===== src/sv/mmft_pkg.sv =====
// Package with the types, codes and defaults of the multiset mode frequency tracker.
package mmft_pkg;

  localparam int VALUE_RANGE = 1024;
  localparam int COUNT_WIDTH = 16;

  localparam logic [1:0] CMD_INSERT = 2'd0;
  localparam logic [1:0] CMD_REMOVE = 2'd1;
  localparam logic [1:0] CMD_CHECK  = 2'd2;

  typedef struct packed {
    logic [1:0]  command;
    logic [9:0]  value;
    logic [15:0] divisor;
  } item_t;

  typedef struct packed {
    logic        majority_found;
    logic [15:0] mode_count;
    logic [15:0] element_count;
    logic        op_error;
  } result_t;

  // Hand-off from the table update sequencer to the result stage.
  typedef struct packed {
    logic        fire;
    logic        op_error;
    logic [15:0] divisor;
  } report_t;

  typedef enum logic [2:0] {
    ST_CLEAR,
    ST_IDLE,
    ST_LOOKUP,
    ST_HIST_OLD,
    ST_HIST_NEW,
    ST_FINISH
  } state_t;

endpackage


===== src/sv/mmft_update.sv =====
// Sequencer that clears the count table and does the read-modify-write of both tables.
module mmft_update #(
  parameter int VALUE_RANGE = mmft_pkg::VALUE_RANGE,
  parameter int COUNT_WIDTH = mmft_pkg::COUNT_WIDTH,
  localparam int VW = $clog2(VALUE_RANGE),
  localparam int CW = COUNT_WIDTH
) (
  input  logic                  clk,
  input  logic                  rst,
  input  logic                  start,
  input  mmft_pkg::item_t       item,
  input  logic                  pending,
  output logic                  busy,
  output logic                  cnt_we,
  output logic [VW-1:0]         cnt_waddr,
  output logic [CW-1:0]         cnt_wdata,
  output logic [VW-1:0]         cnt_raddr,
  input  logic [CW-1:0]         cnt_rdata,
  output logic                  hist_we,
  output logic [CW-1:0]         hist_waddr,
  output logic [CW-1:0]         hist_wdata,
  output logic [CW-1:0]         hist_raddr,
  input  logic [CW-1:0]         hist_rdata,
  output logic [CW-1:0]         mode,
  output logic [CW-1:0]         total,
  output mmft_pkg::report_t     report
);

  mmft_pkg::state_t state, state_next;

  logic [VW-1:0] clr_addr;
  logic [1:0]    cmd;
  logic [VW-1:0] idx;
  logic          in_range;
  logic [15:0]   divisor;
  logic          op_error;
  logic [CW-1:0] old_cnt;
  logic [CW-1:0] new_cnt;
  // Highest count ever reached; histogram entries above it were never written and are taken as zero.
  logic [CW-1:0] high_water;

  logic          accept;
  logic          is_update;
  logic          is_insert;
  logic          err_now;
  logic [CW-1:0] cnt_next;
  logic [CW-1:0] hist_new_val;

  assign busy   = (state != mmft_pkg::ST_IDLE) || pending;
  assign accept = start && !busy;

  always_comb begin
    is_update = cmd inside {mmft_pkg::CMD_INSERT, mmft_pkg::CMD_REMOVE};
    is_insert = (cmd == mmft_pkg::CMD_INSERT);
    if (!is_update) begin
      err_now = 1'b0;
    end else if (!in_range) begin
      err_now = 1'b1;
    end else if (is_insert) begin
      err_now = (total == {CW{1'b1}});
    end else begin
      err_now = (cnt_rdata == '0);
    end
    cnt_next     = is_insert ? cnt_rdata + CW'(1) : cnt_rdata - CW'(1);
    hist_new_val = (new_cnt > high_water) ? '0 : hist_rdata;
  end

  // Next state.
  always_comb begin
    state_next = state;
    case (state)
      mmft_pkg::ST_CLEAR: begin
        if (clr_addr == VW'(VALUE_RANGE - 1)) state_next = mmft_pkg::ST_IDLE;
      end
      mmft_pkg::ST_IDLE: begin
        if (accept) state_next = mmft_pkg::ST_LOOKUP;
      end
      mmft_pkg::ST_LOOKUP: begin
        if (!is_update || err_now) begin
          state_next = mmft_pkg::ST_FINISH;
        end else begin
          state_next = mmft_pkg::ST_HIST_OLD;
        end
      end
      mmft_pkg::ST_HIST_OLD: state_next = mmft_pkg::ST_HIST_NEW;
      mmft_pkg::ST_HIST_NEW: state_next = mmft_pkg::ST_FINISH;
      mmft_pkg::ST_FINISH:   state_next = mmft_pkg::ST_IDLE;
      default:               state_next = mmft_pkg::ST_IDLE;
    endcase
  end

  // Memory controls and the report strobe.
  always_comb begin
    cnt_we      = 1'b0;
    cnt_waddr   = idx;
    cnt_wdata   = cnt_next;
    cnt_raddr   = VW'(item.value);
    hist_we     = 1'b0;
    hist_waddr  = old_cnt;
    hist_wdata  = hist_rdata - CW'(1);
    hist_raddr  = cnt_rdata;
    report.fire     = 1'b0;
    report.op_error = op_error;
    report.divisor  = divisor;
    case (state)
      mmft_pkg::ST_CLEAR: begin
        cnt_we    = 1'b1;
        cnt_waddr = clr_addr;
        cnt_wdata = '0;
      end
      mmft_pkg::ST_LOOKUP: begin
        cnt_we = is_update && !err_now;
      end
      mmft_pkg::ST_HIST_OLD: begin
        // The value read from entry zero is never used, so it is not maintained.
        hist_we    = (old_cnt != '0);
        hist_raddr = new_cnt;
      end
      mmft_pkg::ST_HIST_NEW: begin
        hist_we    = (new_cnt != '0);
        hist_waddr = new_cnt;
        hist_wdata = hist_new_val + CW'(1);
      end
      mmft_pkg::ST_FINISH: begin
        report.fire = 1'b1;
      end
      default: begin
      end
    endcase
  end

  always_ff @(posedge clk) begin
    if (rst) begin
      state      <= mmft_pkg::ST_CLEAR;
      clr_addr   <= '0;
      mode       <= '0;
      total      <= '0;
      high_water <= '0;
    end else begin
      state <= state_next;
      if (state == mmft_pkg::ST_CLEAR) begin
        clr_addr <= clr_addr + VW'(1);
      end
      if (state == mmft_pkg::ST_HIST_OLD) begin
        // The last value holding the mode count drops by one.
        if (!is_insert && old_cnt == mode && hist_rdata == CW'(1)) begin
          mode <= mode - CW'(1);
        end
      end
      if (state == mmft_pkg::ST_HIST_NEW) begin
        if (is_insert) begin
          total <= total + CW'(1);
          if (new_cnt > mode) mode <= new_cnt;
          if (new_cnt > high_water) high_water <= new_cnt;
        end else begin
          total <= total - CW'(1);
        end
      end
    end
  end

  always_ff @(posedge clk) begin
    if (accept) begin
      cmd      <= item.command;
      idx      <= VW'(item.value);
      in_range <= ({7'd0, item.value} < 17'(VALUE_RANGE));
      divisor  <= item.divisor;
    end
    if (state == mmft_pkg::ST_LOOKUP) begin
      op_error <= err_now;
      old_cnt  <= cnt_rdata;
      new_cnt  <= cnt_next;
    end
  end

endmodule


===== config.mk =====
export PLATFORM = sky130hd
export DESIGN_NAME = mmft_update
export DESIGN_NICKNAME = d
export VERILOG_FILES = /design/src/sv/mmft_pkg.sv /design/src/sv/mmft_update.sv
export SDC_FILE = /design/constraint.sdc
export NUM_CORES = 1
export LEC_CHECK = 0
export ABC_AREA = 1
export BUFFER_PORTS_ARGS = -buffer_cell sky130_fd_sc_hd__buf_2
export CAP_MARGIN = 20
export CELL_PAD_IN_SITES_DETAIL_PLACEMENT = 1
export CELL_PAD_IN_SITES_GLOBAL_PLACEMENT = 1
export CORE_ASPECT_RATIO = 0.5
export CORE_MARGIN = 2
export CORE_UTILIZATION = 36
export DETAILED_ROUTE_END_ITERATION = 10
export GPL_TIMING_DRIVEN = 0
export HOLD_SLACK_MARGIN = 0.08
export PLACE_DENSITY_LB_ADDON = 0.08
export SYNTH_ARGS = -nofsm -noshare
export SYNTH_HDL_FRONTEND = slang
export SYNTH_SLANG_ARGS = --single-unit

===== constraint.sdc =====
create_clock -name clk -period 3.5 [get_ports clk]
set_input_delay 0.175 -clock clk [delete_from_list [all_inputs] [get_ports clk]]
set_output_delay 0.175 -clock clk [all_outputs]
set_load 0.01 [all_outputs]

# Word-level counts from Yosys, hierarchy flattened
# Cells that the tools add are included.
[op_classes]
eq_ne = 13
n_mux = 22
n_addsub = 8
magnitude_cmp = 2
reduce_logical = 18
[ops]
columns = ["op", "count"]
rows = [
  ["$mux W16", 12],
  ["$sub A16 B1 Y16 const B", 4],
  ["$add A16 B1 Y16 const B", 3],
  ["$gt A16 B16 Y1", 2],
  ["$reduce_bool A16 Y1", 2],
  ["$eq A16 B1 Y1 const B", 1],
  ["$eq A16 B16 Y1", 1],
  ["$eq A16 B16 Y1 const B", 1],
  ["$logic_not A16 Y1", 1],
  ["$pmux W3 S5", 1],
  ["$add A10 B1 Y10 const B", 1],
  ["$eq A10 B10 Y1 const B", 1],
  ["$mux W10", 1],
  ["$mux W3", 3],
  ["$eq A3 B2 Y1 const B", 2],
  ["$eq A3 B3 Y1 const B", 2],
  ["$logic_and A1 B1 Y1", 4],
  ["$logic_not A1 Y1", 4],
  ["$ne A2 B2 Y1 const B", 2],
  ["$pmux W1 S2", 2],
  ["$eq A3 B1 Y1 const B", 1],
  ["$logic_not A3 Y1", 1],
  ["$mux W1", 3],
  ["$ne A3 B1 Y1 const B", 1],
  ["6 further kinds", 7],
]
[word_totals]
out_inout_bits = 137
regBits = 122
wordCells = 74
in_bits = 64

# Longest topological paths before layout
[depth]
ltp_word = 9
mapped_depth = 24
mapped_depth_nobuf = 22

# Worst setup path after synthesis
# OpenSTA, ideal clock, no wires.
[synth_path]
path_type = "flip-flop to output port"
from = "register cmd[1]"
to = "output port cnt_wdata[12]"
slack_ns = 0.196
path_stages_with_launch = 15
arrival_time_ns = 3.129
path_cell_list = "edfxtp_1 nor2_2 inv_1 clkbuf_1 ha_1 nand2_1 inv_1 o21ai_1 nand2_1 a21boi_1 o21ai_1 a21boi_1 o21ai_1 xor2_1 nor2_1"
[synth_via]
elab_chain_len = 3
[synth_lines]
columns = ["element", "line_no", "source"]
rows = [
  ["from (decl)", "mmft_update.sv:32", "logic [1:0] cmd;"],
  ["from (signal assigned)", "mmft_update.sv:164", "cmd <= item.command;"],
  ["$logic_not A2 Y1", "mmft_update.sv:54", "is_insert = (cmd == mmft_pkg::CMD_INSERT);"],
  ["$mux W16", "mmft_update.sv:64", "cnt_next = is_insert ? cnt_rdata + CW'(1) : cnt_rdata - CW'(1);"],
  ["$mux W16", "mmft_update.sv:105", "case (state)"],
  ["to (decl)", "mmft_update.sv:16", "output logic [CW-1:0] cnt_wdata,"],
]
# Every way passes these cells.

# Worst setup path in the final report
[layout_path]
from = "register new_cnt[11]"
to = "output port hist_wdata[14]"
[layout_via]
elab_chain_len = 4
[layout_lines]
columns = ["element", "line_no", "source"]
rows = [
  ["from (decl)", "mmft_update.sv:38", "logic [CW-1:0] new_cnt;"],
  ["from (signal assigned)", "mmft_update.sv:172", "new_cnt <= cnt_next;"],
  ["$gt A16 B16 Y1", "mmft_update.sv:65", "hist_new_val = (new_cnt > high_water) ? '0 : hist_rdata;"],
  ["$mux W16", "mmft_update.sv:65", ""],
  ["$add A16 B1 Y16", "mmft_update.sv:122", "hist_wdata = hist_new_val + CW'(1);"],
  ["$mux W16", "mmft_update.sv:105", ""],
  ["to (decl)", "mmft_update.sv:21", "output logic [CW-1:0] hist_wdata,"],
]
# Every way passes these cells.

==> flow_summary.ini <==
[clock_network]
cts_inserted_buffers = 17
cts-root-buf = clkbuf_16
cts_tree = yes
cts_sinks = 122
clk_pin_slew_worst_paths_ps = 60
ctsLongestPathBuffers = 2
htreeDepth = 4
clock_latency_ps = 430

[pwr]
ir_drop_uv = 338
p_leak_nw = 5.82
power.density_nw_per_um2 = 299
power_mw = 3.57

[worst_setup_path]
crit_type = flip-flop to output pin
r2r_cells = 14
worstSetupStartpointType = flip-flop
crit_arrival_ps = 3300
cp-end-kind = output pin
r2r-start = cmd[1]
required_ps = 3320
cpMaxStageDelayCell = edfxtp_1
path_cells = ha_4 -> nand2_2 -> inv_2 -> nand3_2 -> nor2_2 -> nand4_1 -> nand2_4 -> buf_12 -> nand2_1 -> inv_1 -> ha_4 -> nand4_1 -> nor2_4 -> nand4_1 -> nand2_1 -> nand2_1 -> nand2_1 -> buf_2
crit_top_cell = nand2_1
max_stage_delay_ps = 500
crit_fanout = 14
crit_start = new_cnt[11]

[cells_and_area]
fin_area_um2 = 11900
drive_above_1_share_pct = 21.8
area_delta_synth_final_pct = 33.0
fin_nets = 1703
antennaDiodeCount = 0

[synth]
avgSynthCellArea_um2 = 7.07
syn-cell-area_um2 = 8960
yosys.area.top_type = edfxtp_1
mappedNetlistNets = 1398
yosysSeqAreaShare_pct = 34.1
synth-edff-count = 61
yosysMostFrequentCell = nand2_1
ys.flop_type = edfxtp_1
synth_area_leaders = edfxtp_1 20%, dfxtp_1 14%, nand2_1 12%, ha_1 9.1%, inv_1 7.8%
synth-seq-cells = 122
synth_commonest_cells = 282 x nand2_1, 187 x inv_1, 112 x nor2_1
yosysWarningCount = 0
synth_cells = 1267
synth_cell_types = 44
ys_async_sr_fraction_pct = 0
yosysTopAreaCellShare_pct = 20.4

[grt]
grt_pass1_vias = 10368
track_usage_pct = 28.5
grt-ovfl-total = 0
grt_max_degree = 33
antenna_found_initial = 0
grt_pass1_wl_um = 56900

[sta]
rsz0062_at_grt = yes
fin_crit_ps = 3480
fin_skew_ps = 11.3
worstMarginPinSlew_ps = 849
clock.fmax_ghz = 0.288
setup_violations = 0
drv_slew = 0
finalHoldViolations = 0
setup_slack_ps = 23.1
relSlewSlack_pct = 43.4
post-route-period-util_pct = 99.3
holdWs_ps = 151

[detailed_routing]
wl_um = 37200
drtAntennaViolNets = 0
viasPerCell = 5.19
num_vias = 9963
wl_per_cell_um = 19.3
dr.pass1.iters = 5
remaining_drc_errors = 0
drt_iter0_markers = 569

[min_path]
hold_path_startpoint = pending
holdPathStages = 4
hold_class = input port to flip-flop

[placed_design]
dp_slack_ps = -233
postPlaceCellArea_um2 = 10500
port-buffer-count = 198
dp_hpwl_um = 26900
gp_congestion = 0.923

[floorplanning]
start_util_pct = 37.0
die_width_um = 227
io_pins = 201
die_y_um = 116
die_area_um2 = 26200
core-area_um2 = 24200
rows = 40

[status]
outcome = completed

[job]
drv_cap = 0
==> layer usage <==
layer	part of all wire, %	up-vias	GRT usage [%]
met2	49	276	51.0
li1	-	4788	-
met3	5.8	74	5.53
met4	2.7	0	10.1
met1	42	4825	34.5
met5	0	-	0
==> worst max-delay path: cells and delay by family, from the launching register on <==
family | cells | cell delay (ps)
simple gates | 12 | 1450
fa+ha+maj | 2 | 480
flops | 1 | 500
buf+inv | 4 | 430
==> layout make-up <==
cell class / count / area, um^2
well taps: 336 / 420
clock buffers: 20 / 468
multi-input cells: 903 / 5060
repair buffers: 288 / 1850
plain buffers: 44 / 235
clock inverters: 12 / 85.1
inverters: 196 / 743
fillers: 3152 / 12300
flip-flops and latches: 122 / 3050
==> power breakdown <==
group	switching (mW)	internal [mW]
clock	0.737	0.971
sequential	0.00296	1.50
combinational	0.201	0.151
==> final timing paths <==
kind / endpoint / slack [ps]
worst max register to register: total[12] / 420
worst min-delay path: state[1] / 150
worst max-delay path: hist_wdata[14] / 20
worst min register to register: high_water[13] / 460
==> metrics by stage <==
stage	TNS, ps	std cells	utilization [%]
final	0	1921	49.2
after global routing	-642	1921	49.2
after CTS	-3.61	1901	48.1
after detailed placement	-1460	1804	43.2
after global placement	-23270	1801	42.8
after floorplan	0	1267	-
==> registers in the layout, indices dropped and copies added (netlist names), 10 cells and up <==
| name | cells |
|---|---|
| new_cnt | 16 |
| old_cnt | 16 |
| clr_addr | 10 |
| total | 16 |
| idx | 10 |
| high_water | 16 |
| mode | 16 |
| divisor | 16 |
==> cells in the final DEF, fill, tap and decap left out, types with 3 or more instances in the layout <==
cell,synthesis,layout
clkbuf_16,0,19
nand3_1,70,68
nor2_4,2,7
ha_1,65,62
dlygate4sd3_1,0,44
nand2_1,282,281
buf_4,13,54
o21ai_1,11,9
ha_4,0,3
dfxtp_1,61,61
nor2_1,112,107
xnor2_1,14,14
edfxtp_1,61,61
nor4_1,14,14
inv_2,8,10
nor2_2,6,6
o21ai_2,0,3
a21o_1,4,4
o211ai_1,6,6
xor2_1,33,33
clkinv_2,0,4
inv_1,187,183
nand2_2,3,3
a21boi_2,0,3
inv_6,0,3
buf_2,5,202
clkinv_4,0,3
o21ai_0,105,104
a21oi_1,88,87
nand3_2,3,5
a31oi_1,6,6
nand4_1,31,31
clkbuf_1,25,25
nor3_1,25,25
o31ai_1,3,3
==> logic make-up after synthesis <==
family,synth area share (%)
XOR/XNOR,4.59
AND/OR/NAND/NOR,27.1
flip-flops,34.1
buffers and inverters,10.8
AO/OA/AOI/OAI,13.8
adder cells (fa/ha/maj),9.52
==> repair_timing <==
item	4_1_cts	5_1_grt
setup endpoints to repair	23	13
hold buffers	44	0
buffers inserted	23	19
gates cloned	0	1
endpoints found under the hold margin	45	0
pin swaps	4	21
gates resized for setup	9	22
(Power assumes the default switching activity.)
