[src/sv/mmft_pkg.sv]
// Package with the types, codes and defaults of the multiset mode frequency tracker.
package mmft_pkg;

  localparam int VALUE_RANGE = 1024;
  localparam int COUNT_WIDTH = 16;

  localparam logic [1:0] CMD_INSERT = 2'd0;
  localparam logic [1:0] CMD_REMOVE = 2'd1;
  localparam logic [1:0] CMD_CHECK  = 2'd2;

  typedef struct packed {
    logic [1:0]  command;
    logic [9:0]  value;
    logic [15:0] divisor;
  } item_t;

  typedef struct packed {
    logic        majority_found;
    logic [15:0] mode_count;
    logic [15:0] element_count;
    logic        op_error;
  } result_t;

  // Hand-off from the table update sequencer to the result stage.
  typedef struct packed {
    logic        fire;
    logic        op_error;
    logic [15:0] divisor;
  } report_t;

  typedef enum logic [2:0] {
    ST_CLEAR,
    ST_IDLE,
    ST_LOOKUP,
    ST_HIST_OLD,
    ST_HIST_NEW,
    ST_FINISH
  } state_t;

endpackage

[src/sv/mmft_result.sv]
// Result stage: multiplies the mode count by the divisor and forms the result transfer.
module mmft_result #(
  parameter int COUNT_WIDTH = mmft_pkg::COUNT_WIDTH,
  localparam int CW = COUNT_WIDTH,
  localparam int PW = COUNT_WIDTH + 16
) (
  input  logic              clk,
  input  logic              rst,
  input  mmft_pkg::report_t report,
  input  logic [CW-1:0]     mode,
  input  logic [CW-1:0]     total,
  output logic              pending,
  output logic              done,
  output mmft_pkg::result_t result
);

  logic [PW-1:0] product;
  logic [PW-1:0] mode_q;
  logic [PW-1:0] total_q;
  logic          zero_div;
  logic          err_q;

  always_ff @(posedge clk) begin
    if (rst) begin
      pending <= 1'b0;
      done    <= 1'b0;
    end else begin
      pending <= report.fire;
      done    <= pending;
    end
  end

  always_ff @(posedge clk) begin
    if (report.fire) begin
      product  <= PW'(mode) * PW'(report.divisor);
      mode_q   <= PW'(mode);
      total_q  <= PW'(total);
      zero_div <= (report.divisor == 16'd0);
      err_q    <= report.op_error;
    end
    if (pending) begin
      result.majority_found <= zero_div || (product >= total_q);
      result.mode_count     <= mode_q[15:0];
      result.element_count  <= total_q[15:0];
      result.op_error       <= err_q;
    end
  end

endmodule

[config.mk]
export PLATFORM = sky130hd
export DESIGN_NAME = mmft_result
export DESIGN_NICKNAME = d
export VERILOG_FILES = /design/src/sv/mmft_pkg.sv /design/src/sv/mmft_result.sv
export SDC_FILE = /design/constraint.sdc
export NUM_CORES = 1
export LEC_CHECK = 0
export BUFFER_PORTS_ARGS = -buffer_cell sky130_fd_sc_hd__buf_2
export CAP_MARGIN = 20
export CORE_ASPECT_RATIO = 1.1
export CORE_MARGIN = 2
export CORE_UTILIZATION = 55
export DETAILED_ROUTE_END_ITERATION = 10
export HOLD_SLACK_MARGIN = 0.12
export PLACE_DENSITY = 0.8
export SLEW_MARGIN = 0
export SYNTH_ARGS = -nofsm -noshare
export SYNTH_HDL_FRONTEND = slang
export SYNTH_SLANG_ARGS = --single-unit
[constraint.sdc]
create_clock -name clk -period 6.01 [get_ports clk]
set_input_delay 0.601 -clock clk [delete_from_list [all_inputs] [get_ports clk]]
set_output_delay 0.601 -clock clk [all_outputs]
set_load 0.1 [all_outputs]
Word-level counts from Yosys, hierarchy flattened:

Cells that the tools add are included.

* multipliers: 1
* magnitude comparators: 1
* reduce and logical (&&, ||, !) cells: 2

Operators by type and width (number)
* $ge A32 B16 Y1: 1
* $mul A16 B16 Y32: 1
* $logic_not A16 Y1: 1
* $logic_or A1 B1 Y1: 1

* register bits: 102
* input port bits: 52
* output and inout bits: 36
* logic and storage cells: 15

Logic depth before layout (Yosys ltp):

Gate-level depths: netlist (run 1).

* word-level depth: 2
* gate-level depth with buffers: 23
* depth with buffers taken out: 20

Worst setup path after synthesis (run 1):

Ideal clock, no wire load.

* path type: input -> register
* start: in report[1] (netlist name)
* end: reg product[24] (data pin)
* library setup time: 0.255 ns
* arrival: 5.865 ns
* data required time: 5.755 ns
* setup slack: -0.110 ns
* cell stages on the path: 19
* path buffers: 1
* cell sequence: clkbuf_1 nand2_1 fa_1 fa_1 fa_1 fa_1 inv_1 fa_1 inv_1 fa_1 inv_1 ha_1 a21o_1 a21o_1 a21o_1 a31oi_4 a21oi_2 or4b_1 and3_1

* word-level cells in the longest chain between the ends: 1

Ends and longest elaborated chain
* start: declaration: line mmft_result.sv:9 `input mmft_pkg::report_t report,`
* $mul A16 B16 Y32: line mmft_result.sv:35 `product <= PW'(mode) * PW'(report.divisor);`
* end signal: assignment: line mmft_result.sv:35
* end: declaration: line mmft_result.sv:17 `logic [PW-1:0] product;`

No other way between the ends.
A chain may end at the register's enable or synchronous reset.

Final worst setup path (run 1):

* start: in report[4] (netlist name)
* end: reg product[28] (data pin)

The elaborated chain is that of the path after synthesis.

==> flow_metrics.tcl, run 1 <==
set metrics [dict create \
    globalRoute.totalOverflow 0 \
    antenna_cells_inserted 0 \
    finalHoldViolCount 0 \
    timing.rr.start "total_q[0]" \
    async_reset_ff_share_pct 0 \
    whs_endpoint "pending" \
    grt_max_degree 68 \
    pre_cts_slack_ps -242 \
    cts_htree_levels 3 \
    route.detailed.wl_per_inst_um 16.8 \
    count_of_endpoints_failing_setup_in_the_final_report 0 \
    cts_buffers 9 \
    crit-reg2reg-capture "result[33]" \
    synthesis.yosys.warnings 0 \
    min_delay_path_depth 2 \
    yosysSeqAreaShare_pct 25.0 \
    clockRootBuffer "sky130_fd_sc_hd__clkbuf_16" \
    gr_layer_usage_met3_pct 3.46 \
    finish.net_count 1700 \
    grtUsageMet1_pct 29.3 \
    dr.first_iter.drc_count 432 \
    synth_cell_type_count 49 \
    reg2reg_depth 8 \
    worstPathRequired_ps 6110 \
    detail_route.drc_violations 0 \
    max_stage_delay_ps 540 \
    synthTopCellsByArea "sky130_fd_sc_hd__fa_1, sky130_fd_sc_hd__edfxtp_1, sky130_fd_sc_hd__ha_1" \
    floorplan.io_pins 88 \
    grt.busiest_layer "met2" \
    worst_path_dominant_cell_family "adder cells" \
    max_slew_margin_pct 38.3 \
    fin_setup_tns_ps 0 \
    die_h_um 160 \
    synthesis.instances 1167 \
    clock_skew_ps 8.58 \
    maxSlewViolCount 0 \
    ant_nets_after_route 0 \
    cts_tree "yes" \
    post-dp-hpwl_um 22600 \
    tightest_slew_ps 926 \
    yosys_most_used_dff "sky130_fd_sc_hd__edfxtp_1" \
    num_rows 57 \
    flop_and_latch_count_out_of_synthesis 102 \
    path_clk_slew_ps 80 \
    cap_viol_max_count 0 \
    critical_path.startpoint_type "input pin" \
    detailedRoute.firstPassIterationCount 5 \
    post_cts_hold_buffer_count 0 \
    worstPathArrival_ps 5970 \
    placement.io_buffers 87 \
    worst-setup-path-type "input pin to flop" \
    antenna_found_initial 0 \
    avgSynthCellArea_um2 10.4 \
    outcome "finished, final reports clean" \
    die_x_um 146 \
    syn_area_um2 12200 \
    hold_path_startpoint "rst" \
    initial_utilization_pct 55.6 \
    synth_top_cell_by_area "sky130_fd_sc_hd__fa_1" \
    design.core.area_um2 21900 \
    achievable-frequency_ghz 0.170 \
    grt_util_met2_pct 44.8 \
    timing.hold.worst.class "input pin to flop" \
    ctsResizeCount 0 \
    cts.path.max_buffers 2 \
    critPathMaxFanout 9 \
    synth_top_area_share_pct 31.9 \
    worstSkewPairLatency_ps 370 \
    crit_top_cell "sky130_fd_sc_hd__fa_1" \
    vias_in_the_first_global_route 9716 \
    fp.dieArea_um2 23400 \
    post_route_cells_drive_above_1_share_pct 16.4 \
    fin_crit_sh_pct 97.7 \
    global_route_wire_length_before_repair_um 45700 \
    crit_chain "buf_2, buf_12, and2_1, fa_1, inv_1, fa_1, fa_1, inv_1, fa_1, fa_1, inv_1, fa_1, inv_1, ha_1, and4_1, nand4b_1, a2111oi_0, buf_4, nor3_1, nand3b_1" \
    drt-vias-per-instance 5.42 \
    rsz_0062_raised_after_global_routing "yes" \
    cp.buffers_inverters 7 \
    synthToLayoutAreaGrowth_pct 15.3 \
    post-cts-setup-buffers 0 \
    post-route-worst-setup-slack_ps 139 \
    slowest_stage "sky130_fd_sc_hd__fa_1" \
    route.final.wire_length_um 27400 \
    synth_enable_flop_cells 100 \
    gr-usage-all-layers_pct 24.7 \
    postLayoutCoreUtil_pct 64.2 \
    cts.sink_count 102 \
    num_vias 8864 \
    final_period_minus_worst_setup_slack_ps 5870 \
    setup.reg_to_reg.worst_slack_ps 3870 \
    synthesis.nets 1533 \
    cp-end-kind "flop" \
    gp_congestion 0.961 \
]
[metrics by stage]
step	cells	area, um2	hold slack, ps
6_report	1634	14000	383
5_1_grt	1634	14000	384
3_3_place_gp	1618	13700	401
3_5_place_dp	1618	13700	405
2_1_floorplan	1167	12200	400
4_1_cts	1634	14000	373
[how the worst max path moves through the flow]
stage               cells after the start       from           to  slack, ps
detailed placement                     20  report[4]  product[24]       -240
floorplan                              19    mode[8]  product[24]        -50
CTS                                    20  report[4]  product[24]        130
finish                                 20  report[4]  product[28]        140
global route                           21  report[4]  product[27]         -4
global placement                       21  report[4]  product[28]       -250
[routing by layer]
layer / vias to the layer above / part of all wire, %
met4: 0 / 4.0
met5: - / 0
met3: 86 / 5.1
met1: 4466 / 38
met2: 306 / 53
li1: 4006 / -
[cell usage after synthesis, drive strengths merged (2+ instances only)]
cell and count:
and2 127, a21oi 28, nor2 18, nand2 151
and4 4, edfxtp 100, clkbuf 37, or4 3
a41oi 3, o21a 3, a2111o 2, inv 241
xnor2 18, a21o 25, o31ai 4, nand2b 4
o21ai 10, fa 194, o21bai 4, nand3 7
o22ai 2, a31oi 5, nor2b 4, ha 120
nand4 4, o211ai 6, and3 4, dfxtp 2
nor4 7, xor2 7, a2111oi 7, nor3 5
[worst register-to-register path, cell delays in order (launching register included)]
cell and delay, ps:
sky130_fd_sc_hd__edfxtp_1 390, sky130_fd_sc_hd__ha_1 280, sky130_fd_sc_hd__nand2b_1 140, sky130_fd_sc_hd__a21o_1 180
sky130_fd_sc_hd__a21o_1 180, sky130_fd_sc_hd__a21oi_1 210, sky130_fd_sc_hd__o21ai_0 150, sky130_fd_sc_hd__a21oi_1 240
sky130_fd_sc_hd__o21ai_0 130
[state kept, by name, indices dropped and copies added (netlist names)]
signal,count
pending,1
result,34
zero_div,1
done,1
total_q,16
mode_q,16
err_q,1
product,32
[cells by family (layout without fill, tap and decap cells)]
kind of cell,count (synthesis),after routing,synth area share [%]
adders and majority gates,314,314,44.2
xor gates and xnor gates,25,25,1.80
and+or+nand+nor,345,345,14.3
muxes,1,1,0.0822
AOI/OAI and AO/OA,102,102,6.03
DFF,102,102,25.0
buffers and inverters,278,450,8.57
[cell type report]
class,instances,area [um2]
clock buffers,9,225
clock inverters,7,72.6
fillers,1722,7850
inverters,241,905
multi-input cells,787,8120
flip-flops and latches,102,3040
well taps,295,369
repair buffers,193,1310
[placed cells by master (no fill, tap or decap), types with 9 or more instances in the layout]
master,count
sky130_fd_sc_hd__inv_1,241
sky130_fd_sc_hd__fa_1,194
sky130_fd_sc_hd__nand2_1,151
sky130_fd_sc_hd__and2_1,127
sky130_fd_sc_hd__ha_1,118
sky130_fd_sc_hd__edfxtp_1,100
sky130_fd_sc_hd__buf_4,100
sky130_fd_sc_hd__buf_2,86
sky130_fd_sc_hd__a21oi_1,27
sky130_fd_sc_hd__a21o_1,25
sky130_fd_sc_hd__nor2_1,18
sky130_fd_sc_hd__xnor2_1,18
sky130_fd_sc_hd__clkbuf_16,9
Power of run 1 is left out: the tool's default activity adds up to more than one toggle a clock period on the data nets, which glitch-free logic cannot reach.
==> run 2: changes to the inputs <==
--- a/config.mk
+++ b/config.mk
@@ -7,12 +7,14 @@
 export LEC_CHECK = 0
 export BUFFER_PORTS_ARGS = -buffer_cell sky130_fd_sc_hd__buf_2
 export CAP_MARGIN = 20
+export CELL_PAD_IN_SITES_DETAIL_PLACEMENT = 1
+export CELL_PAD_IN_SITES_GLOBAL_PLACEMENT = 1
 export CORE_ASPECT_RATIO = 1.1
 export CORE_MARGIN = 2
-export CORE_UTILIZATION = 55
+export CORE_UTILIZATION = 45
 export DETAILED_ROUTE_END_ITERATION = 10
 export HOLD_SLACK_MARGIN = 0.12
-export PLACE_DENSITY = 0.8
+export PLACE_DENSITY = 0.82
 export SLEW_MARGIN = 0
 export SYNTH_ARGS = -nofsm -noshare
 export SYNTH_HDL_FRONTEND = slang
==> flow_metrics.tcl, run 2 (synthesis results as in run 1) <==
set metrics [dict create \
    num_vias 9028 \
    multi_input_comb_area_um2 8190 \
    worstSkewPairLatency_ps 360 \
    placement.io_buffers 87 \
    cts.path.max_buffers 2 \
    antenna_cells_inserted 0 \
    cp.buffers_inverters 6 \
    grt_max_degree 68 \
    die_h_um 177 \
    detail_route.drc_violations 0 \
    clock_skew_ps 6.51 \
    finalHoldViolCount 0 \
    cts.sink_count 102 \
    worst_path_dominant_cell_family "adder cells" \
    worstPathRequired_ps 6130 \
    critical_path.startpoint_type "input pin" \
    cap_viol_max_count 0 \
    detailedRoute.firstPassIterationCount 6 \
    gp_congestion 0.901 \
    drt-vias-per-instance 5.32 \
    globalRoute.totalOverflow 0 \
    achievable-frequency_ghz 0.169 \
    cts_tree "yes" \
    critPathMaxFanout 6 \
    final_cell_mix "sky130_fd_sc_hd__inv_1, sky130_fd_sc_hd__fa_1, sky130_fd_sc_hd__nand2_1" \
    initial_utilization_pct 45.5 \
    crit_chain "buf_2, and2_1, fa_1, inv_1, fa_1, fa_1, fa_1, inv_1, fa_1, inv_1, fa_1, inv_1, ha_1, buf_4, o21a_1, nor2_1, a2111o_1, a21o_1, a2111oi_4, nor3_1, xnor2_1" \
    route.detailed.wl_per_inst_um 20.0 \
    fin_crit_sh_pct 98.4 \
    design.core.area_um2 26800 \
    ant_nets_after_route 0 \
    vias_in_the_first_global_route 10409 \
    largest_registers "result (34), product (32)" \
    fin_setup_tns_ps 0 \
    clockRootBuffer "sky130_fd_sc_hd__clkbuf_16" \
    dr.first_iter.drc_count 427 \
    finish.net_count 1702 \
    path_clk_slew_ps 80 \
    most_common_library_cell_in_the_layout_ignoring_fill_and_taps "sky130_fd_sc_hd__inv_1" \
    max_flop_register "result" \
    post_route_cells_drive_above_1_share_pct 17.2 \
    cts_htree_levels 3 \
    post-dp-hpwl_um 27500 \
    cts_buffers 9 \
    worstPathArrival_ps 6040 \
    cp-end-kind "flop" \
    count_of_endpoints_failing_setup_in_the_final_report 0 \
    fp.dieArea_um2 28400 \
    die_x_um 161 \
    floorplan.io_pins 88 \
    synthToLayoutAreaGrowth_pct 16.5 \
    crit_top_cell "sky130_fd_sc_hd__fa_1" \
    timing.hold.worst.class "input pin to flop" \
    gr-usage-all-layers_pct 24.8 \
    rsz_0062_raised_after_global_routing "yes" \
    route.final.wire_length_um 33900 \
    final_period_minus_worst_setup_slack_ps 5920 \
    nFillCells 3013 \
    antenna_found_initial 0 \
    global_route_wire_length_before_repair_um 53600 \
    max_stage_delay_ps 560 \
    maxSlewViolCount 0 \
    slowest_stage "sky130_fd_sc_hd__fa_1" \
    num_rows 63 \
    largest_register_ffs 34 \
    tightest_slew_ps 1020 \
    outcome "finished, final reports clean" \
    area.sequential_um2 3040 \
    post_cts_hold_buffer_count 0 \
    max_slew_margin_pct 32.3 \
    worst-setup-path-type "input pin to flop" \
]
-- run 2: layer usage --
metal | track usage [%] | share of wire, % | up-vias | wire length [um]
met2 | 47.5 | 55 | 291 | 18700
met4 | 13.2 | 5.9 | 0 | 2000
li1 | - | - | 4015 | -
met5 | 0 | 0 | - | 0
met1 | 26.5 | 35 | 4620 | 11800
met3 | 2.98 | 4.1 | 102 | 1410
-- run 2: path summary, 6_finish.rpt --
check	start	end	slack, ps	cells after the start
worst max-delay path	mode[6]	product[27]	90	21
worst min-delay path	rst	pending	380	2
worst max register to register	product[0]	result[33]	3820	9
worst min register to register	mode_q[2]	result[19]	430	0
-- run 2: worst reg2reg max path, stage by stage (launching register included) --
cell	delay, ps
sky130_fd_sc_hd__edfxtp_1	390
sky130_fd_sc_hd__inv_1	70
sky130_fd_sc_hd__ha_1	220
sky130_fd_sc_hd__nand2b_1	140
sky130_fd_sc_hd__a21o_1	170
sky130_fd_sc_hd__a21o_1	180
sky130_fd_sc_hd__a21oi_1	200
sky130_fd_sc_hd__o21ai_0	150
sky130_fd_sc_hd__a21oi_1	260
sky130_fd_sc_hd__o21ai_0	140
-- run 2: area by class of cell --
cell class              count  share of cell area, %
multi-input cells         787                   57.7
flip-flops and latches    102                   21.4
repair buffers            195                   9.08
inverters                 241                   6.37
well taps                 357                   3.15
clock buffers               9                   1.59
clock inverters             7                  0.635
-- run 2: what timing repair did --
action,in CTS,in global routing
resized for setup,1,19
setup endpoints to repair,1,8
buffers inserted,0,2
pin swaps,0,4
-- run 2: stage by stage --
step / worst slack [ps] / area, um2 / hold WS, ps / std cells / utilization (%)
2_1_floorplan: -46.2 / 12200 / 400 / 1167 / -
6_report: 93.4 / 14200 / 385 / 1698 / 53.0
3_3_place_gp: -354 / 13800 / 402 / 1680 / 51.3
3_5_place_dp: -464 / 13800 / 405 / 1680 / 51.3
5_1_grt: -114 / 14200 / 375 / 1698 / 53.0
4_1_cts: 29.8 / 14100 / 371 / 1696 / 52.5
Power of run 2 is left out for the same reason.
